<file path="config.mk">
export PLATFORM = sky130hd
export DESIGN_NAME = integer_to_decimal_ascii_unit
export DESIGN_NICKNAME = d
export VERILOG_FILES = /design/src/rtl/core/itoa_pkg.sv /design/src/rtl/core/itoa_front.sv /design/src/rtl/core/itoa_queue.sv /design/src/rtl/core/itoa_back.sv /design/src/rtl/core/integer_to_decimal_ascii_unit.sv
export SDC_FILE = /design/constraint.sdc
export NUM_CORES = 1
export LEC_CHECK = 0
export BUFFER_PORTS_ARGS = -buffer_cell sky130_fd_sc_hd__buf_4
export CAP_MARGIN = 20
export CORE_UTILIZATION = 30
export CTS_CLUSTER_DIAMETER = 40
export CTS_CLUSTER_SIZE = 24
export DETAILED_ROUTE_END_ITERATION = 16
export GPL_TIMING_DRIVEN = 0
export PLACE_DENSITY = 0.46
export SLEW_MARGIN = 20
export SYNTH_ARGS = -nofsm -noshare
export SYNTH_HDL_FRONTEND = slang
export SYNTH_HIERARCHICAL = 1
export SYNTH_SLANG_ARGS = --single-unit
</file>
<file path="constraint.sdc">
create_clock -name clk_i -period 7.45 [get_ports clk_i]
set_input_delay 0 -clock clk_i [delete_from_list [all_inputs] [get_ports clk_i]]
set_output_delay 0 -clock clk_i [all_outputs]
set_load 0.03 [all_outputs]
</file>
<file path="src/rtl/core/itoa_pkg.sv">
// Shared types and constants for the integer to decimal ASCII unit.
// No dependencies.
package itoa_pkg;

  localparam int unsigned MagW    = 64;
  localparam int unsigned NumDig  = 20;
  localparam int unsigned BcdW    = 4 * NumDig;
  localparam int unsigned RemW    = $clog2(NumDig);
  localparam int unsigned ItW     = $clog2(MagW);

  localparam logic [1:0] ActS32 = 2'd0;
  localparam logic [1:0] ActS64 = 2'd1;
  localparam logic [1:0] ActU32 = 2'd2;
  localparam logic [1:0] ActU64 = 2'd3;

  localparam logic [7:0] CharZero  = 8'h30;
  localparam logic [7:0] CharMinus = 8'h2d;

  typedef struct packed {
    logic            neg;
    logic [MagW-1:0] mag;
  } itoa_job_t;

endpackage

</file>
<file path="src/rtl/core/itoa_front.sv">
// Front end: accepts an item and forms sign and magnitude.
// Depends on itoa_pkg.
module itoa_front import itoa_pkg::*; (
  input  logic             start,
  input  logic             full_i,
  input  logic [MagW-1:0]  value_bits_i,
  input  logic [1:0]       action_i,
  output logic             busy,
  output logic             push_o,
  output itoa_job_t        job_o
);

  logic [MagW-1:0] low_w;
  logic [MagW-1:0] neg_w;

  assign low_w  = {{(MagW-32){1'b0}}, value_bits_i[31:0]};
  assign busy   = full_i;
  assign push_o = start && !full_i;

  always_comb begin
    job_o.neg = 1'b0;
    job_o.mag = value_bits_i;
    neg_w     = '0;
    case (action_i)
      ActS32: begin
        job_o.neg = value_bits_i[31];
        neg_w     = {{(MagW-32){1'b0}}, (~value_bits_i[31:0]) + 32'd1};
        job_o.mag = job_o.neg ? neg_w : low_w;
      end
      ActS64: begin
        job_o.neg = value_bits_i[MagW-1];
        neg_w     = (~value_bits_i) + {{(MagW-1){1'b0}}, 1'b1};
        job_o.mag = job_o.neg ? neg_w : value_bits_i;
      end
      ActU32: begin
        job_o.mag = low_w;
      end
      default: begin
        job_o.mag = value_bits_i;
      end
    endcase
  end

endmodule

</file>
<file path="src/rtl/core/itoa_queue.sv">
// Two-entry item queue between front and back.
// Depends on itoa_pkg.
module itoa_queue import itoa_pkg::*; (
  input  logic      clk_i,
  input  logic      rst_ni,
  input  logic      push_i,
  input  itoa_job_t job_i,
  input  logic      pop_i,
  output logic      full_o,
  output logic      valid_o,
  output itoa_job_t job_o
);

  itoa_job_t  mem_q [2];
  logic       wr_ptr_q, wr_ptr_d;
  logic       rd_ptr_q, rd_ptr_d;
  logic [1:0] cnt_q, cnt_d;

  assign full_o  = (cnt_q == 2'd2);
  assign valid_o = (cnt_q != 2'd0);
  assign job_o   = mem_q[rd_ptr_q];

  always_comb begin
    wr_ptr_d = wr_ptr_q;
    rd_ptr_d = rd_ptr_q;
    cnt_d    = cnt_q;
    if (push_i) begin
      wr_ptr_d = ~wr_ptr_q;
    end
    if (pop_i) begin
      rd_ptr_d = ~rd_ptr_q;
    end
    if (push_i && !pop_i) begin
      cnt_d = cnt_q + 2'd1;
    end else if (pop_i && !push_i) begin
      cnt_d = cnt_q - 2'd1;
    end
  end

  always_ff @(posedge clk_i or negedge rst_ni) begin
    if (!rst_ni) begin
      wr_ptr_q <= 1'b0;
      rd_ptr_q <= 1'b0;
      cnt_q    <= 2'd0;
    end else begin
      wr_ptr_q <= wr_ptr_d;
      rd_ptr_q <= rd_ptr_d;
      cnt_q    <= cnt_d;
    end
  end

  always_ff @(posedge clk_i) begin
    if (push_i) begin
      mem_q[wr_ptr_q] <= job_i;
    end
  end

endmodule

</file>
<file path="src/rtl/core/itoa_back.sv">
// Back end: shift-add-3 binary to BCD, leading zero skip, character emit.
// Depends on itoa_pkg.
module itoa_back import itoa_pkg::*; (
  input  logic       clk_i,
  input  logic       rst_ni,
  input  logic       valid_i,
  input  itoa_job_t  job_i,
  output logic       pop_o,
  output logic       char_valid_o,
  output logic [7:0] text_char_o,
  output logic       last_char_o
);

  typedef enum logic [1:0] {
    StIdle,
    StConv,
    StSkip,
    StEmit
  } state_e;

  state_e          state_q;
  logic [MagW-1:0] mag_q;
  logic [BcdW-1:0] bcd_q;
  logic [BcdW-1:0] bcd_adj;
  logic            neg_q;
  logic [ItW-1:0]  it_q;
  logic [RemW-1:0] rem_q;
  logic            vld_q;
  logic [7:0]      chr_q;
  logic            last_q;

  assign pop_o        = (state_q == StIdle) && valid_i;
  assign char_valid_o = vld_q;
  assign text_char_o  = chr_q;
  assign last_char_o  = last_q;

  always_comb begin
    for (int i = 0; i < NumDig; i++) begin
      bcd_adj[4*i +: 4] = (bcd_q[4*i +: 4] >= 4'd5) ? bcd_q[4*i +: 4] + 4'd3
                                                    : bcd_q[4*i +: 4];
    end
  end

  always_ff @(posedge clk_i or negedge rst_ni) begin
    if (!rst_ni) begin
      state_q <= StIdle;
      vld_q   <= 1'b0;
      last_q  <= 1'b0;
      chr_q   <= '0;
      mag_q   <= '0;
      bcd_q   <= '0;
      neg_q   <= 1'b0;
      it_q    <= '0;
      rem_q   <= '0;
    end else begin
      vld_q  <= 1'b0;
      last_q <= 1'b0;
      case (state_q)
        StIdle: begin
          if (valid_i) begin
            mag_q   <= job_i.mag;
            neg_q   <= job_i.neg;
            bcd_q   <= '0;
            it_q    <= '0;
            state_q <= StConv;
          end
        end
        StConv: begin
          bcd_q <= {bcd_adj[BcdW-2:0], mag_q[MagW-1]};
          mag_q <= {mag_q[MagW-2:0], 1'b0};
          it_q  <= it_q + 1'b1;
          if (it_q == ItW'(MagW - 1)) begin
            rem_q   <= RemW'(NumDig - 1);
            state_q <= StSkip;
          end
        end
        StSkip: begin
          if ((bcd_q[BcdW-1 -: 4] == 4'd0) && (rem_q != '0)) begin
            bcd_q <= {bcd_q[BcdW-5:0], 4'd0};
            rem_q <= rem_q - 1'b1;
          end else if (neg_q) begin
            // minus sign goes out first
            vld_q   <= 1'b1;
            chr_q   <= CharMinus;
            neg_q   <= 1'b0;
            state_q <= StEmit;
          end else begin
            state_q <= StEmit;
          end
        end
        StEmit: begin
          vld_q  <= 1'b1;
          chr_q  <= CharZero + {4'd0, bcd_q[BcdW-1 -: 4]};
          last_q <= (rem_q == '0);
          bcd_q  <= {bcd_q[BcdW-5:0], 4'd0};
          rem_q  <= rem_q - 1'b1;
          if (rem_q == '0) begin
            state_q <= StIdle;
          end
        end
        default: begin
          state_q <= StIdle;
        end
      endcase
    end
  end

endmodule

</file>
<file path="src/rtl/core/integer_to_decimal_ascii_unit.sv">
// Top level of the integer to decimal ASCII unit.
// Depends on itoa_pkg, itoa_front, itoa_queue and itoa_back.

// An item (value_bits_i, action_i) is taken when start is high and busy is
// low; a two-entry queue holds items while the converter works, and the
// converter takes the next item only once it is idle. Each item goes
// through a load step, the shift-add-3 steps over all 64 magnitude bits, a
// step per leading zero digit dropped, a step that sends the minus sign when
// there is one, and a step per digit sent. The serial BCD converter sets the
// rate. Characters come out most significant first, one per char_valid_o
// pulse, with last_char_o on the final one; the receiver must take every
// character in the cycle it is shown.
module integer_to_decimal_ascii_unit import itoa_pkg::*; (
  input  logic            clk_i,
  input  logic            rst_ni,
  input  logic            start,
  output logic            busy,
  input  logic [MagW-1:0] value_bits_i,
  input  logic [1:0]      action_i,
  output logic            char_valid_o,
  output logic [7:0]      text_char_o,
  output logic            last_char_o
);

  logic      push, pop, full, q_valid;
  itoa_job_t job_in, job_out;

  itoa_front u_front (
    .start        (start),
    .full_i       (full),
    .value_bits_i (value_bits_i),
    .action_i     (action_i),
    .busy         (busy),
    .push_o       (push),
    .job_o        (job_in)
  );

  itoa_queue u_queue (
    .clk_i   (clk_i),
    .rst_ni  (rst_ni),
    .push_i  (push),
    .job_i   (job_in),
    .pop_i   (pop),
    .full_o  (full),
    .valid_o (q_valid),
    .job_o   (job_out)
  );

  itoa_back u_back (
    .clk_i        (clk_i),
    .rst_ni       (rst_ni),
    .valid_i      (q_valid),
    .job_i        (job_out),
    .pop_o        (pop),
    .char_valid_o (char_valid_o),
    .text_char_o  (text_char_o),
    .last_char_o  (last_char_o)
  );

endmodule
</file>
**Word-level counts from Yosys, hierarchy flattened**

Memory sizes are Yosys's and may differ from the RTL's.
Index checks and enable logic that the tools add are counted.

- Add/subtract/negate cells: 27
- $lt $le $gt $ge: 20
- Equal/unequal tests: 13
- Mux-type cells: 53
- Bitwise logic cells: 4
- Reduce and logical (&&, ||, !) cells: 25

Operator list:

| kind | count |
|---|---|
| case mux 80 bit (4 select lines) | 1 |
| case mux 64 bit (3 select lines) | 1 |
| 2-to-1 mux 80 bit | 2 |
| 2-to-1 mux 64 bit | 2 |
| case mux 64 bit (2 select lines) | 1 |
| >= comparator 4 x 3 -> 1 bit, second input constant | 20 |
| adder 4 x 2 -> 4 bit, second input constant | 19 |
| 2-to-1 mux 4 bit | 19 |
| adder 64 x 1 -> 64 bit, second input constant | 1 |
| NOT 64 bit | 1 |
| adder 32 x 1 -> 32 bit, second input constant | 1 |
| 2-to-1 mux 32 bit | 1 |
| NOT 32 bit | 1 |
| 2-to-1 mux 8 bit | 2 |
| case mux 8 bit (2 select lines) | 1 |
| case mux 5 bit (3 select lines) | 1 |
| 2-to-1 mux 2 bit | 6 |
| case mux 6 bit (2 select lines) | 1 |
| 2-to-1 mux 5 bit | 2 |
| inequality test 2 x 1 -> 1 bit, second input constant | 5 |
| nonzero test 2 bit | 5 |
| AND reduction 3 bit | 3 |
| == test 2 bit, second input constant | 4 |
| case mux 2 bit (4 select lines) | 1 |
| other kinds (23) | 41 |

- Bits in registers: 172
- RAM bits: 130
- Bits of input ports: 69
- Memories kept: 1

Memories:

| name | words | width | read ports | clocked after memory_dff | wr ports | line | RTL |
|---|---|---|---|---|---|---|---|
| u_queue.mem_q | 2 | 65 | 1 | 0 | 1 | itoa_queue.sv:14 | `itoa_job_t mem_q [2];` |

**Depth between registers and ports, before layout**

- Depth after elaboration: 7
- Depth in mapped cells: 11
- Gate-level depth less buffers: 8

**Modules after synthesis**

The synthesis kept the hierarchy.

By module, submodules not included:

| module | times used | cells each | area an instance (um2) |
|---|---|---|---|
| itoa_back | 1 | 1066 | 10332.4 |
| itoa_queue | 1 | 218 | 5041.1 |
| itoa_front | 1 | 341 | 2170.8 |

**Worst setup path after synthesis**

Ideal clock, no wire load.

- Path kind: register to register
- Start: reg u_queue.cnt_q[1]
- End: mem u_queue/mem_q[0][0] (netlist name) (enable)
- Setup time: 496 ps
- Arrival: 3662 ps
- Data required time: 6954 ps
- Path slack: 3292 ps
- Cell stages (with the launch flop): 4
- Buffers on the path: 0
- Period minus slack after synthesis: 4158 ps
- Cells stage by stage: dfrtp_1 > nor2b_1 > nor2b_1 > nor2b_1

- Word-level cells in the longest chain between the ends: 5

Ends and longest elaborated chain:

| what | line | RTL |
|---|---|---|
| start: declaration | itoa_queue.sv:17 | `logic [1:0] cnt_q, cnt_d;` |
| start signal: assignment | itoa_queue.sv:48 | `cnt_q <= cnt_d;` |
| == test 2 bit | itoa_queue.sv:19 | `assign full_o = (cnt_q == 2'd2);` |
| named net full | integer_to_decimal_ascii_unit.sv:25 | `logic push, pop, full, q_valid;` |
| zero test 1 bit | itoa_front.sv:18 | `assign push_o = start && !full_i;` |
| logical AND 1 bit | itoa_front.sv:18 |  |
| named net push | integer_to_decimal_ascii_unit.sv:25 |  |
| 2-to-1 mux 1 bit | itoa_queue.sv:53 | `if (push_i) begin` |
| 2-to-1 mux 1 bit (implied by the code) | itoa_queue.sv:54 | `mem_q[wr_ptr_q] <= job_i;` |
| end: declaration | itoa_queue.sv:14 |  |

The timed path passes the listed nets, and every way through them passes these cells.

**Final worst setup path**

- Start: reg u_back.state_q[1]
- End: reg u_back.bcd_q[27]

- Word-level cells in the longest chain between the ends: 3
- Elaborated cells between the ends (all ways): 8
- Classes of those cells: 5 x eq/ne; 1 x mux; 2 x reduce/logical

Ends and longest elaborated chain:

| what | line | RTL |
|---|---|---|
| start: declaration | itoa_back.sv:21 | `state_e state_q;` |
| start signal: assignment | itoa_back.sv:46 | `state_q <= StIdle;` |
| start signal: assignment | itoa_back.sv:65 | `state_q <= StConv;` |
| start signal: assignment | itoa_back.sv:74 | `state_q <= StSkip;` |
| == test 2 bit or zero test 2 bit (tied branches) | itoa_back.sv:58 | `case (state_q)` |
| inequality test 2 x 1 -> 1 bit (no source line) | n/a |  |
| AND reduction 2 bit (no source line) | n/a |  |
| end signal: assignment | itoa_back.sv:69 | `bcd_q <= {bcd_adj[BcdW-2:0], mag_q[MagW-1]};` |
| end signal: assignment | itoa_back.sv:79 | `bcd_q <= {bcd_q[BcdW-5:0], 4'd0};` |
| end signal: assignment | itoa_back.sv:95 | `bcd_q <= {bcd_q[BcdW-5:0], 4'd0};` |
| end: declaration | itoa_back.sv:23 | `logic [BcdW-1:0] bcd_q;` |

Several ways; a longest one is shown, not always the timed one.
A chain may end at the register's enable or synchronous reset.

==> metrics list <==
- Summing the areas of all compound-gate instances in the mapped netlist gives 18.29% of the synthesized area.
* Area growth from synthesis to final layout: 26.15%
- The routed design could run at a clock period as short as 3672 ps.
* Buffers added on ports: 76
- Post-synth design cell area: between 0.015 and 0.02 mm2
- Endpoint of the lowest-slack register-to-register path: u_back/bcd_q[27]$_DFFE_PN0P_
* Critical path origin: u_back/state_q[1]$_DFFE_PN0P_
- Summing all flip-flop and latch instances after layout gives 0.008158 mm2.
- Number of antenna violations at the first check in global routing: 0
* Clk Latency, worst-skew pair: 610 ps
- Number of enable-type register cells in the synthesized netlist: 130
- Total number of vias: approximately 14000
- After clock tree synthesis, the clock-pin slew on the worst setup and hold paths is 60 ps.
- Count of clock tree sinks: 300
* Xor and xnor area share after synthesis: 1.897%
- After global routing the overflow that remains totals 0.
- In the layout the commonest cells are sky130_fd_sc_hd__nand2_1 (173), sky130_fd_sc_hd__dfrtp_1 (170), sky130_fd_sc_hd__edfxtp_1 (130).
- Setup violations remaining at the end of the flow were counted as 0.
- Hold repair after CTS inserted 88 buffers.
- Num rows: 88
- Total Neg Setup Slack: 0 ps
* Most frequently used flop master after synthesis: sky130_fd_sc_hd__dfrtp_1
- Of the synthesized area, sequential elements account for between 40% and 50%.
* Number of remaining DRC errors: 0
- Max capacitance violation total: 0
- The max-slew violation count came to 0.
* CTS resizes: 0
- Die Y-Extent: 243.8 um
- Routability congestion estimate: 0.8542
- Between clock sinks in the finished design, the worst skew comes to 27.63 ps.
* Simple logic cell fraction of the synthesized area: 15.05%
- The post-route netlist has around 18% of its cells at a drive strength greater than 1.
- Synth async-reset ratio: between 50% and 60%
- The number of clock buffers added by TritonCTS is 56.
- Worst Setup Slack post-DPL: 3725 ps
- The floorplan step set the die width to 243.8 um.
* Most common library cell in the layout ignoring fill and taps: sky130_fd_sc_hd__nand2_1
- Logic depth of the worst register-to-register path: 10
- Remaining max-slew budget at the tightest pin: 39.15%
- Total Die Area: 0.05945 mm2
- Crit path DAT: 4170 ps
* WL final: approximately 48000 um
- By area, the combinational part of the netlist is dominated by compound AO/OA/AOI/OAI gates.
- Post-synthesis cell count: 1625
* Warnings from Yosys: 6
* Area of the multi-input gates: 0.008610 mm2
* Violation count after the first detailed-route iteration: approximately 870
* Power density normalized to cell area: 348.0 mW/mm2
- The initial utilization of the core area, before any placement, comes to about 30%.
- Portion of netlist area occupied by mux cells: 10.18%
- Pin placement for this block handled 80 I/O pins.
- Once detail routing completed, the nets flagged for antenna violations numbered 0.
- Final std cells w/o fill: 2666
- Combined global-route utilization of all metal layers: 16.18%
- For the pin with the worst max-slew slack, the measured transition is 912.7 ps.
- IR analysis of the VDD net gives a maximum drop of 0.0002185 V.
- Element type at the critical path start: flop
- Clk Tree Root Cell: sky130_fd_sc_hd__clkbuf_16
- In this run, placement finished with an instance count of between 2000 and 2500.
- The synthesized design contains 300 register bits.
- For this design the static power due to leakage is 8.546 nW.
- Of the available clock period, the critical path in the final layout requires 49.29%.
- First-pass GRT wire length: 76990 um
* Top fanout value on the critical path: 12
- TritonCTS built the clock tree.
- In this run the deepest clock path goes through 3 buffers.
* Postcts setup bufs: 0
- The repair_antennas step left the layout with diodes totalling 0.
* Critical path capture point type: flop
- CTS built an H-tree with a depth of 2.
* Number of failing hold endpoints at the final stage: 0
- Number of fillers in the final layout: 5657
* Synth Area per Inst: 10.80 um2
* Reg-to-reg slack, setup: 3780 ps
- The synthesized netlist devotes approximately 3.6% of its cell area to adder and majority cells.
- Achievable clock frequency: 0.2723 GHz
- After layout, the worst setup slack is 3778 ps.
- In this run the critical register-to-register path is launched from u_back/state_q[1]$_DFFE_PN0P_.
* Total Nets Final: just under 2000
- After detailed routing, the number of vias per cell comes to 5.085.
- Post-DP HPWL: 32810 um
- Core region area: 0.05770 mm2
- Type of the tightest min-delay check: input pin to flop
- Wirelength per Cell: around 18 um
* Synth cell types: 75
* Critical Path Sink: u_back/bcd_q[27]$_DFFE_PN0P_
* Required time of the critical path: 7940 ps
- Number of global-route vias before repair: approximately 14000
* Result of the run: finished clean
- For this run, the share of the core covered by cells in the final layout is a little under two fifths.
* Critical Setup Path Class: flop to flop
- Largest net degree at the start of global routing: 87
- Setup repair after global routing left no endpoint under its margin.
* Number of iterations in the first detailed-routing pass: 5
[logic make-up (layout without fill, tap and decap cells)]
group | Yosys count | count (layout)
and+or+nand+nor | 484 | 484
other | 1 | 2
DFF | 300 | 300
muxes | 155 | 155
adders and majority gates | 50 | 50
buffers and inverters | 168 | 443
AOI/OAI and AO/OA | 429 | 429
xor gates and xnor gates | 38 | 38
[state kept, by name (all words and copies together) (netlist names)]
name	count
u_back/bcd_q	80
u_back/char_valid_o	1
u_back/it_q	6
u_back/last_char_o	1
u_back/mag_q	64
u_back/neg_q	1
u_back/rem_q	5
u_back/state_q	2
u_back/text_char_o	6
u_queue/cnt_q	2
u_queue/mem_q	130
u_queue/rd_ptr_q	1
u_queue/wr_ptr_q	1
[final cells by class]
class                           count  area share (%)
Multi-Input combinational cell   1158           38.90
Sequential cell                   300           36.86
Timing Repair Buffer              169           7.146
Clock buffer                       58           6.411
Tap cell                          765           4.325
Clock inverter                     48           2.787
Buffer                            110           2.589
Inverter                           58          0.9837
[cells in the mapped netlist, types with 39 or more instances]
library cell,number,area share [%]
sky130_fd_sc_hd__nor2b_1,48,1.7
sky130_fd_sc_hd__dfrtp_1,170,24
sky130_fd_sc_hd__nand2b_1,56,2.0
sky130_fd_sc_hd__nor2_1,39,0.83
sky130_fd_sc_hd__clkbuf_1,70,1.5
sky130_fd_sc_hd__mux2_4,40,3.4
sky130_fd_sc_hd__inv_1,58,1.2
sky130_fd_sc_hd__edfxtp_1,130,22
sky130_fd_sc_hd__ha_1,50,3.6
sky130_fd_sc_hd__mux2i_1,88,5.0
sky130_fd_sc_hd__o21ai_0,124,3.5
sky130_fd_sc_hd__nand2_1,173,3.7
[power breakdown]
group | total, W | switching (W) | internal, W | leakage (nW)
clock network | 0.00270 | 0.000945 | 0.00176 | 0.970
logic | 0.00264 | 0.00161 | 0.00103 | 4.13
registers | 0.00236 | 0.000174 | 0.00218 | 3.45
total | 0.00770 | 0.00273 | 0.00497 | 8.55
[layer usage]
layer	up-vias	share of wire (%)	GRT usage, %
met4	0	2.7	5.551
met2	292	48	26.71
met1	6619	46	21.15
met5	-	0	0
met3	85	4.1	2.963
li1	6561	-	-
[critical path, cell delays in order (launching register included)]
cell	delay, ps
sky130_fd_sc_hd__dfrtp_1	390
sky130_fd_sc_hd__clkbuf_1	210
sky130_fd_sc_hd__inv_1	110
sky130_fd_sc_hd__clkbuf_1	570
sky130_fd_sc_hd__ha_1	270
sky130_fd_sc_hd__buf_2	190
sky130_fd_sc_hd__clkbuf_1	430
sky130_fd_sc_hd__buf_2	380
sky130_fd_sc_hd__clkbuf_1	640
sky130_fd_sc_hd__a22oi_1	180
sky130_fd_sc_hd__o2bb2ai_1	190
[worst min path at each step]
stage                     startpoint                             end  slack [ps]  cells past startpoint
finish              value_bits_i[57]  u_queue/mem_q[1][58]$_DFFE_PP_          40                      4
global route        value_bits_i[62]  u_queue/mem_q[0][63]$_DFFE_PP_          70                      4
CTS                 value_bits_i[57]  u_queue/mem_q[1][58]$_DFFE_PP_           3                      4
detailed placement            rst_ni    u_back/bcd_q[66]$_DFFE_PN0P_          50                      2
global placement    value_bits_i[27]  u_queue/mem_q[0][27]$_DFFE_PP_         350                      2
floorplan                     rst_ni     u_back/bcd_q[0]$_DFFE_PN0P_        -300                      0
[stage by stage]
step | hold WS, ps | power, W | area [um2]
6_report | 44.10 | 0.007702 | 22130
5_1_grt | 73.94 | 0.008193 | 22130
4_1_cts | 2.684 | 0.007839 | 22130
3_5_place_dp | 53.47 | 0.005044 | 19220
3_3_place_gp | 346.3 | 0.004989 | 19080
2_1_floorplan | -295.6 | 0.004198 | 17550
(Power assumes the default switching activity.)
